===== src/rtl/esc_pkg.sv =====
// ----------------------------------------------------------------------------
// esc_pkg
// Constants and tables for the seconds-to-calendar pipeline: reciprocal
// multipliers for the constant divisions and the month start table.
// ----------------------------------------------------------------------------
package esc_pkg;

  localparam int unsigned NumStages = 6;

  // Division constants
  localparam logic [16:0] SecsPerDay  = 17'd86400;
  localparam logic [11:0] SecsPerHour = 12'd3600;
  localparam logic [5:0]  SecsPerMin  = 6'd60;
  localparam logic [10:0] DaysPerQuad = 11'd1461;
  localparam logic [8:0]  DaysPerYear = 9'd365;
  localparam logic [2:0]  DaysPerWeek = 3'd7;

  // Day 0 is a Thursday; the four-year cycle is counted from 1969-01-01,
  // so its leap year is the last of the four.
  localparam logic [2:0]  EpochWeekday = 3'd4;
  localparam logic [7:0]  QuadBaseYear = 8'd69;

  // Reciprocals, rounded up: floor(x * M >> K) is exact over each input range
  localparam logic [31:0] MulDay  = 32'd3257812231;  // 1/86400, K = 48, x < 2^31
  localparam logic [17:0] MulHour = 18'd149131;      // 1/3600,  K = 29, x < 2^17
  localparam logic [12:0] MulMin  = 13'd4370;        // 1/60,    K = 18, x < 2^12
  localparam logic [15:0] MulQuad = 16'd45934;       // 1/1461,  K = 26, x < 2^15
  localparam logic [15:0] MulWeek = 16'd37450;       // 1/7,     K = 18, x < 2^15

  // First day of year of each month, January is 0
  function automatic logic [8:0] month_start(input logic leap, input logic [3:0] mon);
    logic [8:0] d;
    unique case (mon)
      4'd0:    d = 9'd0;
      4'd1:    d = 9'd31;
      4'd2:    d = leap ? 9'd60  : 9'd59;
      4'd3:    d = leap ? 9'd91  : 9'd90;
      4'd4:    d = leap ? 9'd121 : 9'd120;
      4'd5:    d = leap ? 9'd152 : 9'd151;
      4'd6:    d = leap ? 9'd182 : 9'd181;
      4'd7:    d = leap ? 9'd213 : 9'd212;
      4'd8:    d = leap ? 9'd244 : 9'd243;
      4'd9:    d = leap ? 9'd274 : 9'd273;
      4'd10:   d = leap ? 9'd305 : 9'd304;
      4'd11:   d = leap ? 9'd335 : 9'd334;
      default: d = 9'd0;
    endcase
    return d;
  endfunction

endpackage


===== src/rtl/epoch_seconds_to_calendar_unit.sv =====
// ----------------------------------------------------------------------------
// epoch_seconds_to_calendar_unit
// Converts a 32-bit seconds count since 1970-01-01 into the broken-down UTC
// date through a six-stage pipeline of reciprocal multiplies.
// ----------------------------------------------------------------------------
//  channel  | handshake         | payload
//  ---------+-------------------+-------------------------------------------
//  command  | start_i / busy_o  | timestamp_i
//  result   | done_o (strobe)   | valid_res_o, second_o .. day_of_year_o
//
//  One timestamp per cycle is taken; busy_o stays low.
//  Each result is registered once in every stage after its transfer.
//  Stage depth is set by one constant multiply each, with a subtract or compare behind it in some.
//  Reset clears the stage valid bits; payload registers are not reset.
//  The receiver cannot stall, so nothing is held back inside the pipeline.
// ----------------------------------------------------------------------------
module epoch_seconds_to_calendar_unit (
  input  logic        clk_i,
  input  logic        rst_ni,
  input  logic        start_i,
  output logic        busy_o,
  input  logic [31:0] timestamp_i,
  output logic        done_o,
  output logic        valid_res_o,
  output logic [5:0]  second_o,
  output logic [5:0]  minute_o,
  output logic [4:0]  hour_o,
  output logic [4:0]  day_of_month_o,
  output logic [3:0]  month_o,
  output logic [7:0]  years_since_1900_o,
  output logic [2:0]  weekday_o,
  output logic [8:0]  day_of_year_o
);
  import esc_pkg::*;

  logic                 accept;
  logic [NumStages-1:0] vld_q;
  logic [NumStages-1:0] bad_q;

  // Stage 1: whole days by reciprocal
  logic [62:0] day_prod;
  logic [14:0] s1_days_q;
  logic [16:0] s1_tlo_q;

  // Stage 2: seconds of day, offset day counts
  logic [31:0] day_secs;
  logic [16:0] s2_sod_q;
  logic [14:0] s2_dq_q;
  logic [14:0] s2_dw_q;

  // Stage 3: hour, four-year cycle, week count
  logic [34:0] hour_prod;
  logic [30:0] quad_prod;
  logic [30:0] week_prod;
  logic [16:0] s3_sod_q;
  logic [14:0] s3_dq_q;
  logic [14:0] s3_dw_q;
  logic [4:0]  s3_hour_q;
  logic [4:0]  s3_quad_q;
  logic [11:0] s3_week_q;

  // Stage 4: remainders
  logic [16:0] hour_secs;
  logic [14:0] quad_days;
  logic [14:0] week_days;
  logic [11:0] s4_soh_q;
  logic [10:0] s4_doq_q;
  logic [2:0]  s4_wday_q;
  logic [4:0]  s4_hour_q;
  logic [4:0]  s4_quad_q;

  // Stage 5: minute, year within cycle, day of year
  logic [24:0] min_prod;
  logic [1:0]  yi;
  logic [8:0]  yday;
  logic [11:0] s5_soh_q;
  logic [5:0]  s5_min_q;
  logic [1:0]  s5_yi_q;
  logic [8:0]  s5_yday_q;
  logic [2:0]  s5_wday_q;
  logic [4:0]  s5_hour_q;
  logic [4:0]  s5_quad_q;

  // Stage 6: output
  logic        leap;
  logic [3:0]  mon;
  logic [8:0]  mstart;
  logic [11:0] min_secs;
  logic [5:0]  second_q;
  logic [5:0]  minute_q;
  logic [4:0]  hour_q;
  logic [4:0]  mday_q;
  logic [3:0]  month_q;
  logic [7:0]  year_q;
  logic [2:0]  wday_q;
  logic [8:0]  yday_q;

  assign busy_o = 1'b0;
  assign accept = start_i && !busy_o;

  always_comb begin
    day_prod  = 63'(timestamp_i[30:0]) * 63'(MulDay);
    day_secs  = 32'(s1_days_q) * 32'(SecsPerDay);
    hour_prod = 35'(s2_sod_q) * 35'(MulHour);
    quad_prod = 31'(s2_dq_q) * 31'(MulQuad);
    week_prod = 31'(s2_dw_q) * 31'(MulWeek);
    hour_secs = 17'(s3_hour_q) * 17'(SecsPerHour);
    quad_days = 15'(s3_quad_q) * 15'(DaysPerQuad);
    week_days = 15'(s3_week_q) * 15'(DaysPerWeek);
    min_prod  = 25'(s4_soh_q) * 25'(MulMin);
    min_secs  = 12'(s5_min_q) * 12'(SecsPerMin);
  end

  // Year within the four-year cycle; the last one takes the 366th day
  always_comb begin
    if (s4_doq_q >= 11'(3 * DaysPerYear)) begin
      yi = 2'd3;
    end else if (s4_doq_q >= 11'(2 * DaysPerYear)) begin
      yi = 2'd2;
    end else if (s4_doq_q >= 11'(DaysPerYear)) begin
      yi = 2'd1;
    end else begin
      yi = 2'd0;
    end
    yday = 9'(s4_doq_q - 11'(yi) * 11'(DaysPerYear));
  end

  // Month search: starts rise monotonically, so the last match wins
  always_comb begin
    leap = (s5_yi_q == 2'd3);
    mon  = 4'd0;
    for (int i = 1; i < 12; i++) begin
      if (s5_yday_q >= month_start(leap, 4'(i))) begin
        mon = 4'(i);
      end
    end
    mstart = month_start(leap, mon);
  end

  always_ff @(posedge clk_i or negedge rst_ni) begin
    if (!rst_ni) begin
      vld_q <= '0;
    end else begin
      vld_q <= {vld_q[NumStages-2:0], accept};
    end
  end

  always_ff @(posedge clk_i) begin
    bad_q <= {bad_q[NumStages-2:0], timestamp_i[31]};

    s1_days_q <= day_prod[62:48];
    s1_tlo_q  <= timestamp_i[16:0];

    s2_sod_q <= s1_tlo_q - day_secs[16:0];
    s2_dq_q  <= s1_days_q + 15'(DaysPerYear);
    s2_dw_q  <= s1_days_q + 15'(EpochWeekday);

    s3_sod_q  <= s2_sod_q;
    s3_dq_q   <= s2_dq_q;
    s3_dw_q   <= s2_dw_q;
    s3_hour_q <= hour_prod[33:29];
    s3_quad_q <= quad_prod[30:26];
    s3_week_q <= week_prod[29:18];

    s4_soh_q  <= 12'(s3_sod_q - hour_secs);
    s4_doq_q  <= 11'(s3_dq_q - quad_days);
    s4_wday_q <= 3'(s3_dw_q - week_days);
    s4_hour_q <= s3_hour_q;
    s4_quad_q <= s3_quad_q;

    s5_soh_q  <= s4_soh_q;
    s5_min_q  <= min_prod[23:18];
    s5_yi_q   <= yi;
    s5_yday_q <= yday;
    s5_wday_q <= s4_wday_q;
    s5_hour_q <= s4_hour_q;
    s5_quad_q <= s4_quad_q;

    // Drop everything to zero for an out-of-range timestamp
    if (bad_q[NumStages-2]) begin
      second_q <= '0;
      minute_q <= '0;
      hour_q   <= '0;
      mday_q   <= '0;
      month_q  <= '0;
      year_q   <= '0;
      wday_q   <= '0;
      yday_q   <= '0;
    end else begin
      second_q <= 6'(s5_soh_q - min_secs);
      minute_q <= s5_min_q;
      hour_q   <= s5_hour_q;
      mday_q   <= 5'(s5_yday_q - mstart + 9'd1);
      month_q  <= mon;
      year_q   <= QuadBaseYear + 8'({s5_quad_q, 2'b00}) + 8'(s5_yi_q);
      wday_q   <= s5_wday_q;
      yday_q   <= s5_yday_q;
    end
  end

  assign done_o             = vld_q[NumStages-1];
  assign valid_res_o        = !bad_q[NumStages-1];
  assign second_o           = second_q;
  assign minute_o           = minute_q;
  assign hour_o             = hour_q;
  assign day_of_month_o     = mday_q;
  assign month_o            = month_q;
  assign years_since_1900_o = year_q;
  assign weekday_o          = wday_q;
  assign day_of_year_o      = yday_q;

  a_latency: assert property (@(posedge clk_i) disable iff (!rst_ni)
    accept |-> ##6 done_o)
    else $error("result strobe missing six cycles after transfer");

  a_invalid_zero: assert property (@(posedge clk_i) disable iff (!rst_ni)
    done_o && !valid_res_o |-> second_o == '0 && minute_o == '0 && hour_o == '0 &&
      day_of_month_o == '0 && month_o == '0 && years_since_1900_o == '0 &&
      weekday_o == '0 && day_of_year_o == '0)
    else $error("invalid result carries nonzero fields");

  a_date_range: assert property (@(posedge clk_i) disable iff (!rst_ni)
    done_o && valid_res_o |-> day_of_month_o != '0 && month_o <= 4'd11 &&
      years_since_1900_o >= 8'd70 && years_since_1900_o <= 8'd138)
    else $error("calendar date out of range");

  a_time_range: assert property (@(posedge clk_i) disable iff (!rst_ni)
    done_o && valid_res_o |-> second_o < 6'd60 && minute_o < 6'd60 &&
      hour_o < 5'd24 && weekday_o < 3'd7)
    else $error("time of day or weekday out of range");

endmodule

===== config.mk =====
export PLATFORM = sky130hd
export DESIGN_NAME = epoch_seconds_to_calendar_unit
export DESIGN_NICKNAME = d
export VERILOG_FILES = /design/src/rtl/esc_pkg.sv /design/src/rtl/epoch_seconds_to_calendar_unit.sv
export SDC_FILE = /design/constraint.sdc
export NUM_CORES = 2
export LEC_CHECK = 0
export ABC_AREA = 1
export ABC_CLOCK_PERIOD_IN_PS = 4600
export BUFFER_PORTS_ARGS = -buffer_cell sky130_fd_sc_hd__buf_2
export CAP_MARGIN = 30
export CORE_ASPECT_RATIO = 0.7
export CORE_MARGIN = 10
export CORE_UTILIZATION = 45
export CTS_CLUSTER_DIAMETER = 200
export CTS_CLUSTER_SIZE = 40
export DETAILED_ROUTE_END_ITERATION = 10
export GPL_ROUTABILITY_DRIVEN = 0
export SLEW_MARGIN = 10
export SYNTH_ARGS = -nofsm -noshare
export SYNTH_HDL_FRONTEND = slang
export SYNTH_SLANG_ARGS = --single-unit

===== constraint.sdc =====
create_clock -name clk_i -period 4.6 [get_ports clk_i]
set_clock_uncertainty 0.05 [all_clocks]
set_input_delay 0.46 -clock clk_i [delete_from_list [all_inputs] [get_ports clk_i]]
set_output_delay 0.46 -clock clk_i [all_outputs]
set_load 0.02 [all_outputs]

==> reports/qor.csv <==
stage,metric,value,unit
timing,final hold vios,0,
yosys,Cell variety after synth,57,
global_route,number of global-route vias before repair,27761,
yosys,Mapped Area,36660,µm²
floorplanning,cell row count,87,
route,Final ANT Viol Nets,0,
yosys,Synth Instances,3913,
yosys,Synth Area in Adders,58.23,%
route,routed vias/inst,4.858,
route,overall routed net length,95160,µm
route,vias post-DR,26984,
place,post-DP HPWL,84540,µm
setup_path,CP endpoint kind,flop,
global_route,GR Util All Layers,20.32,%
yosys,ys async rst share,2.419,%
timing,FMAX,0.1798,GHz
yosys,"Primary FF master, synth",dfxtp_1,
setup_path,Worst EP arrival,5.94,ns
place,PortBufs,82,
yosys,"area leader, netlist",ha_1,
final_layout,fin cells,5554,
yosys,Synth top cells by count,"1064 x inv_1, 916 x ha_1, 494 x fa_1",
place,DP Cell Count,5507,
floorplanning,I/O pin total,84,
global_route,first-pass GRT wire length,152200,µm
final_layout,layout cells sized above 1,22.65,%
timing,final setup fails,20,
worst_hold_path,hold depth,2,
cts,Worst-path clk slew,0.17,ns
floorplanning,Die Wd,361.2,µm
timing,ratio of final minimum period to clock period,120.9,%
final_layout,nets@finish,5928,
cts,CTS root buffer,clkbuf_16,
timing,Final WS setup,-0.9611,ns
setup_path,Critical Path Start Type,input pin,
yosys,largest family of logic cells by synthesized area,adder cells,
final_layout,P&R area growth vs syn,22.27,%
route,DRC,0,
global_route,largest net degree at the start of global routing,42,
floorplanning,Core Box Area,80660,µm²
floorplanning,initial core utilization,45.45,%
route,initial DRC count,1450,
route,first drt pass iteration count,5,
setup_path,Reg-to-Reg Start,s2_dq_q[12]$_DFF_P_,
setup_path,Crit Path Class,in -> reg,
yosys,Synth Area in Compound Gates,5.853,%
timing,Slew @ Worst Pin,0.5726,ns
yosys,Ys Warns,0,
yosys,Area contributors post-synth,"ha_1 31%, fa_1 27%, dfxtp_1 13%",
setup_path,Crit Reg-Reg Endpoint,s3_quad_q[2]$_DFF_P_,
global_route,antenna violations before repair,2,
setup_path,CP Data Required Time,4.98,ns
timing,unrepaired setup endpoints after global routing,true,
cts,TritonCTS clock tree,yes,
yosys,Yosys reg bits,248,
yosys,"Seq/Total Area, Yosys",13.62,%
global_route,GRT overflow,0,
floorplanning,Die ar.,93470,µm²
yosys,Synth Net Count,5358,
route,wire per inst,17.13,µm
cts,CTS H-tree lvls,1,
job,maximum capacitance violations,0,
yosys,syn_area_per_cell,9.369,µm²
setup_path,R2R depth,18,
worst_hold_path,min-delay worst type,in -> reg,
status,outcome,finished with violations,
yosys,Simple-Gate Fraction of Synth Area,7.515,%
cts,clk sink count,248,
timing,Period minus WS final,5.561,ns
yosys,xor/xnor share of the synthesized area,3.559,%
floorplanning,height of the die,258.8,µm
yosys,Yosys top cell area share,31.26,%
setup_path,Crit Path Max Fanout,3,
status,violated checks,negative setup slack,
timing,hold slack,0.1406,ns
cts,Clock Tree Buf Depth,3,
timing,relative slew slack,61.54,%
worst_hold_path,hold endpoint,s1_tlo_q[13]$_DFF_P_,
yosys,"count leader, synth",inv_1,
final_layout,utilization after layout,55.58,%
yosys,Post-synth EDFFs,0,
timing,max-slew violation count,0,
worst_hold_path,Hold Crit Start,timestamp_i[13],
cts,Clock Latency Late Sink,0.52,ns
cts,number of buffers created by CTS,10,
setup_path,Worst R2R Setup Slack,-0.29,ns
yosys,mux contribution to synthesized area,0,%
cells by family after synthesis:
family | after synthesis
buffers and inverters | 1088
xor gates and xnor gates | 149
other | 1
and+or+nand+nor | 639
AOI/OAI and AO/OA | 378
adders and majority gates | 1410
DFF | 248
how the worst max path moves through the flow:
stage,end,startpoint,cells after the start,slack (ns)
after floorplan,s1_days_q[10]$_DFF_P_,timestamp_i[16],24,-1.11
after global placement,s1_days_q[14]$_DFF_P_,timestamp_i[16],23,-1.63
after detailed placement,s1_days_q[14]$_DFF_P_,timestamp_i[16],23,-1.71
after CTS,s1_days_q[10]$_DFF_P_,timestamp_i[16],25,-0.90
after global routing,s1_days_q[11]$_DFF_P_,timestamp_i[30],26,-1.19
final,s1_days_q[4]$_DFF_P_,timestamp_i[17],25,-0.96
cell type report:
type,instances,area (µm²)
Antenna cell,1,2.502
Clock buffer,12,279.0
Clock inverter,2,60.06
Fill cell,7170,35830
Inverter,1076,4055
Multi-Input combinational cell,2577,29760
Sequential cell,248,5041
Tap cell,1068,1336
Timing Repair Buffer,570,4293
registers in the layout, indices dropped and copies added (netlist names), 8 cells and up:
signal and cells:
s4_soh_q 12, years_since_1900_o 8, s4_doq_q 11, s2_dw_q 15, s1_tlo_q 17, s1_days_q 15, s2_sod_q 17, s2_dq_q 15
s3_sod_q 12, s5_yday_q 9, day_of_year_o 9, s3_dq_q 11
cells in the final DEF (no fill, tap or decap), drive strengths merged, types with 4 or more instances in the layout:
master,instances
nand4,33
nand2,288
o21a,17
o221ai,5
fa,494
a21oi,188
a211oi,5
o211ai,9
o21ai,98
xor2,103
inv,1073
a31oi,16
ha,916
nor3,42
o21bai,5
a21o,11
nor4,11
dfrtp,6
nor2,189
dfxtp,242
buf,566
nand3,68
o31ai,8
clkbuf,13
clkinv,4
xnor2,46
routing by layer:
layer | up-vias | part of all wire [%] | track usage [%]
met5 | - | 0 | 0
met4 | 0 | 1.3 | 2.456
met3 | 64 | 6.1 | 3.223
met2 | 565 | 41 | 30.45
met1 | 12940 | 51 | 31.11
li1 | 13415 | - | -
worst max-delay path, cell delays in order:
cell	delay (ns)
buf_8	0.10
ha_4	0.16
fa_1	0.51
inv_2	0.04
fa_1	0.51
inv_2	0.04
fa_1	0.44
fa_1	0.51
fa_1	0.44
fa_2	0.65
inv_2	0.05
fa_1	0.50
inv_2	0.05
ha_4	0.16
buf_4	0.13
a21oi_2	0.10
inv_1	0.07
buf_6	0.12
a21oi_4	0.13
o21ai_1	0.10
a21oi_2	0.22
buf_4	0.15
o21a_1	0.10
nand2_1	0.06
xor2_1	0.13
timing repair:
| action | CTS | global route |
|---|---|---|
| endpoints found under the setup margin | 25 | 27 |
| pin swaps | 146 | 125 |
| hold buffers | 3 | 0 |
| endpoints found under the hold margin | 8 | 0 |
| buffers inserted | 21 | 11 |
| gates cloned | 0 | 0 |
| resized for setup | 247 | 150 |
metrics by stage:
step           area [µm²]  setup WS [ns]  TNS, ns
2_1_floorplan       37450         -1.109   -13.02
3_3_place_gp        42570         -1.626   -26.06
3_5_place_dp        42590         -1.707   -27.02
4_1_cts             44120        -0.9038   -13.34
5_1_grt             44830         -1.185   -18.38
6_report            44830        -0.9611   -14.36
Power is left out: the tool's default activity adds up to more than one toggle a clock period on the data nets, which glitch-free logic cannot reach.
